## config.mk

```make
export PLATFORM = sky130hd
export DESIGN_NAME = bis_cubic
export DESIGN_NICKNAME = d
export VERILOG_FILES = /design/src/sv/bis_pkg.sv /design/src/sv/bis_cubic.sv
export SDC_FILE = /design/constraint.sdc
export NUM_CORES = 2
export LEC_CHECK = 0
export ABC_CLOCK_PERIOD_IN_PS = 6850
export BUFFER_PORTS_ARGS = -buffer_cell sky130_fd_sc_hd__buf_4
export CAP_MARGIN = 40
export CORE_MARGIN = 1
export CORE_UTILIZATION = 64
export DETAILED_ROUTE_END_ITERATION = 10
export PLACE_DENSITY = 0.93
export SLEW_MARGIN = 20
export SYNTH_ARGS = -nofsm -noshare
export SYNTH_HDL_FRONTEND = slang
export SYNTH_SLANG_ARGS = --single-unit
export TNS_END_PERCENT = 20
```

## constraint.sdc

```tcl
create_clock -name clk -period 6.85 [get_ports clk]
set_input_delay 0.3425 -clock clk [delete_from_list [all_inputs] [get_ports clk]]
set_output_delay 0.3425 -clock clk [all_outputs]
set_load 0.01 [all_outputs]
```

## src/sv/bis_pkg.sv

```systemverilog
// ----------------------------------------------------------------------------
// bis_pkg
// Shared constants and widths for the bicubic image scaler.
// ----------------------------------------------------------------------------
package bis_pkg;

    // default store geometry and step format
    localparam int DEF_MAX_WIDTH      = 512;
    localparam int DEF_MAX_HEIGHT     = 512;
    localparam int DEF_STEP_FRAC_BITS = 16;

    // fixed field widths
    localparam int POS_W   = 12;
    localparam int PIX_W   = 8;
    localparam int DIM_W   = 10;
    localparam int STEP_W  = 24;
    localparam int OUT_W   = 16;
    localparam int PHASE_W = 8;
    localparam int SX_W    = POS_W + STEP_W;

    // cubic unit widths: sample in, accumulator out
    localparam int SMP_W = 20;
    localparam int ACC_W = 52;

    // configuration register indexes
    localparam logic [1:0] REG_IN_WIDTH  = 2'd0;
    localparam logic [1:0] REG_IN_HEIGHT = 2'd1;
    localparam logic [1:0] REG_X_STEP    = 2'd2;
    localparam logic [1:0] REG_Y_STEP    = 2'd3;

    // request modes
    localparam logic MODE_WRITE   = 1'b0;
    localparam logic MODE_REQUEST = 1'b1;

endpackage

```

## src/sv/bis_cubic.sv

```systemverilog
// ----------------------------------------------------------------------------
// bis_cubic
// Iterative Catmull-Rom cubic: H = t(t(At + 256B) + 65536C) + 2^24 D,
// one multiply-add per cycle while busy; done pulses when H is complete.
// ----------------------------------------------------------------------------
module bis_cubic
    import bis_pkg::*;
(
    input  logic                    clk,
    input  logic                    rst_n,
    input  logic                    start,
    input  logic signed [SMP_W-1:0] p0,
    input  logic signed [SMP_W-1:0] p1,
    input  logic signed [SMP_W-1:0] p2,
    input  logic signed [SMP_W-1:0] p3,
    input  logic [PHASE_W-1:0]      t,
    output logic                    done,
    output logic signed [ACC_W-1:0] h
);

    logic signed [ACC_W-1:0] acc_reg;
    logic signed [ACC_W-1:0] b_reg;
    logic signed [ACC_W-1:0] c_reg;
    logic signed [ACC_W-1:0] d_reg;
    logic signed [PHASE_W:0] t_reg;
    logic [1:0]              cnt_reg;
    logic                    busy_reg;
    logic                    done_reg;

    logic signed [ACC_W-1:0] e0, e1, e2, e3;
    logic signed [ACC_W-1:0] addend;

    assign e0 = ACC_W'(p0);
    assign e1 = ACC_W'(p1);
    assign e2 = ACC_W'(p2);
    assign e3 = ACC_W'(p3);

    // addend per step: 256B, 65536C, 2^24 D
    always_comb
    begin
        case (cnt_reg)
            2'd0:    addend = b_reg <<< 8;
            2'd1:    addend = c_reg <<< 16;
            default: addend = d_reg <<< 24;
        endcase
    end

    // control
    always_ff @(posedge clk or negedge rst_n)
    begin
        if (!rst_n)
        begin
            busy_reg <= 1'b0;
            done_reg <= 1'b0;
            cnt_reg  <= 2'd0;
        end
        else
        begin
            done_reg <= 1'b0;
            if (start)
            begin
                busy_reg <= 1'b1;
                cnt_reg  <= 2'd0;
            end
            else if (busy_reg)
            begin
                cnt_reg <= cnt_reg + 2'd1;
                if (cnt_reg == 2'd2)
                begin
                    busy_reg <= 1'b0;
                    done_reg <= 1'b1;
                end
            end
        end
    end

    // datapath
    always_ff @(posedge clk)
    begin
        if (start)
        begin
            acc_reg <= (e1 <<< 1) + e1 + e3 - e0 - ((e2 <<< 1) + e2);
            b_reg   <= (e0 <<< 1) - ((e1 <<< 2) + e1) + (e2 <<< 2) - e3;
            c_reg   <= e2 - e0;
            d_reg   <= e1 <<< 1;
            t_reg   <= $signed({1'b0, t});
        end
        else if (busy_reg)
        begin
            acc_reg <= ACC_W'(acc_reg * t_reg) + addend;
        end
    end

    assign done = done_reg;
    assign h    = acc_reg;

endmodule

```

==> flow_summary_export.csv <==
group,metric,value,unit
clock_network,cts_tree,"done",
global_routing,antenna_found_initial,1,
drt,via_per_inst,6.01,
final_layout,n_antenna_cell,0,
sta,hold_viol_final,0,
sta,worst_slack,0.252,ns
clock_network,clock-sinks,131,
drt,wl,64800,um
worst_setup_path,critPathMaxFanout,15,
worst_setup_path,required,7.01,ns
drt,first_iter_violations,1872,
synthesis,synth_mux_area_frac,0.00353,
synthesis,yosys.area_share.xor_xnor,0.0397,
flow_run,max_cap_violations,0,
global_routing,grtUsageTotal,0.352,
global_routing,grt_remaining_overflow,0,
final_layout,fill_cells,2640,
floorplanning,die_h,198,um
floorplanning,start_util,0.650,
worst_setup_path,cp_slowest_cell,"edfxtp_1",
global_routing,first_global_vias,20200,
worst_setup_path,crit_chain,"nand2_1, fa_1, inv_1, fa_1, fa_1, fa_1, inv_1, fa_1, inv_1, ha_1, nand2_1, o21a_1, o21ai_0, a211o_1, nand3_1, a211o_1, a311oi_2, a31oi_1, xor2_1, o21ai_0",
floorplanning,die_x,198,um
worst_setup_path,max_stage_delay,0.76,ns
drt,vias,18700,
clock_network,clk_pin_slew_worst_paths,0.07,ns
sta,slew_headroom,0.553,
synthesis,synth_top_family_by_area,"adder cells",
clock_network,htreeDepth,4,
synthesis,ys_seq_elements,131,
drt,drc_errors,0,
synthesis,ys_top_cells_by_area,"fa_1 (38%), edfxtp_1 (16%), ha_1 (10%)",
synthesis,synthFlopType,"edfxtp_1",
hold_path,hold_class,"primary input to register",
sta,finalMaxSlewViolations,0,
final_layout,largest_reg_flops,52,
sta,max_freq,152,MHz
global_routing,grt_pass1_wl,106000,um
worst_setup_path,cp-start-kind,"register",
worst_setup_path,r2r-start,"t_reg[3]",
synthesis,synth_top_cell_area_share,0.379,
synthesis,async_flop_share,0.0305,
synthesis,synth_cells,2469,
synthesis,yosys.area_share.simple,0.134,
worst_setup_path,startpoint,"t_reg[3]",
placed_design,dp_hpwl,52500,um
synthesis,synth_edf_count,127,
sta,setup_viol,0,
final_layout,nets,3346,
synthesis,avgSynthCellArea,9.92,um^2
drt,wl_per_cell,20.8,um
worst_setup_path,endpoint_kind,"register",
hold_path,min_from,"t[5]",
placed_design,gp_congestion,0.950,
placed_design,port_buffers,143,
global_routing,grt_start_max_net_pins,53,
sta,period_share,0.963,
synthesis,yosysSeqAreaShare,0.160,
sta,min_period,6.60,ns
floorplanning,die_area,0.0390,mm^2
clock_network,insertion_delay,0.45,ns
synthesis,synth_top_cell_by_area,"fa_1",
run_status,status,"finished, final reports clean",
synthesis,synth_adder_area_share,0.482,
floorplanning,pin_count,144,
worst_setup_path,r2r_slack,0.25,ns
sta,fin_tns_setup,0,ns
drt,drt-pass1-iter-count,6,
clock_network,cts_buffers,17,
synthesis,netlist_area,0.0245,mm^2
synthesis,synth_compound_area_frac,0.0982,
clock_network,cts-root-buf,"clkbuf_16",
worst_setup_path,crit_path_frequent_cell,"fa_1",
clock_network,post_cts_buffers,0,
floorplanning,core_area,0.0377,mm^2
floorplanning,rows,71,
final_layout,layout-drive-gt1-share,0.0884,
synthesis,yosysWarnings,0,
final_layout,syn2layout_area_growth,9.38,%
sta,tightest_slew,0.671,ns
clock_network,cts_buffer_depth,2,
worst_setup_path,critPathKind,"register to register",
sta,rsz0062_at_grt,"no",
placed_design,place_ws,0.507,ns
synthesis,syn_nets,3225,
drt,ant_nets,0,
worst_setup_path,cp.arrival,6.76,ns
synthesis,yosysUniqueCellTypes,75,
sta,skew,0.0120,ns
[worst max-delay path, delay by kind of cell (launching register included)]
| family | cells | cell delay [ns] |
|---|---|---|
| compound gates | 7 | 1.76 |
| xor+xnor | 1 | 0.19 |
| fa+ha+maj | 6 | 2.92 |
| buf+inv | 3 | 0.16 |
| flops | 1 | 0.76 |
| simple gates | 3 | 0.55 |
[through the flow]
step	utilization	hold slack [ns]	instance area (um^2)	std cells
after floorplan	-	0.0469	24500	2469
after global placement	0.694	0.156	26200	3079
after detailed placement	0.695	0.156	26200	3080
after CTS	0.711	0.0718	26800	3113
after global routing	0.711	0.0721	26800	3114
final	0.711	0.0770	26800	3114
[synth_stat cells, types with 14 or more instances]
library cell	number
o21ai_1	18
nand2b_1	14
nand2_1	254
a21oi_1	96
ha_1	202
a22oi_1	17
nor2_1	70
xnor2_1	72
clkbuf_1	60
inv_1	459
a21o_1	41
nand3_1	20
edfxtp_1	127
fa_1	463
and2_1	216
xor2_1	37
o21ai_0	78
o21bai_1	19
nor2b_1	15
[repair_timing]
action,CTS,global route
hold buffers,1,0
setup endpoints to repair,0,0
hold endpoints to repair,4,0
resized for setup,0,0
[cells in the final DEF (no fill, tap or decap), types with 13 or more instances in the layout]
master     Yosys  layout
a21o_1        41      41
nand3_1       20      20
o21a_1        13      13
nor3_1        13      13
a22oi_1       17      17
a21oi_1       96      96
nand2b_1      14      14
nor2b_1       15      15
o21ai_0       78      78
inv_1        459     459
fa_1         463     463
xor2_1        37      37
edfxtp_1     127     127
ha_1         202     202
nand2_1      254     253
nor2_1        70      70
and2_1       216     216
o21bai_1      19      19
buf_4          1     165
a211oi_1      13      13
xnor2_1       72      72
clkbuf_16      0      17
o21ai_1       18      18
[logic make-up (layout without fill, tap and decap cells)]
kind of cell    count (synthesis)  count (layout)
mux                             8               8
buf+inv                       531             665
compound gates                373             373
fa+ha+maj                     665             665
flops                         131             131
simple gates                  651             651
xor+xnor                      110             110
[final cells by class]
| cell class | instances | area [um^2] | share of cell area |
|---|---|---|---|
| inverter | 460 | 1730 | 0.0645 |
| multi-input combinational | 1807 | 18500 | 0.692 |
| sequential | 131 | 3910 | 0.146 |
| clock inverter | 15 | 156 | 0.00584 |
| timing repair buffer | 173 | 1380 | 0.0517 |
| clock buffer | 17 | 425 | 0.0159 |
| tap | 511 | 639 | 0.0239 |
[routing by layer]
metal | wire [um] | GRT usage
met1 | 24900 | 0.472
met2 | 31900 | 0.587
met3 | 5740 | 0.0478
met4 | 2300 | 0.133
met5 | 13 | 0
[worst paths after layout]
check / endpoint / cells past startpoint
worst max-delay path: h[42] / 20
worst min-delay path: t_reg[5] / 1
worst max register to register: h[42] / 20
worst min register to register: cnt_reg[1] / 2
max in group asynchronous: cnt_reg[0] / 2
min in group asynchronous: cnt_reg[1] / 2
Power is not shown: default switching activity piles up to over one toggle a cycle in this logic, so the estimate is an artifact.
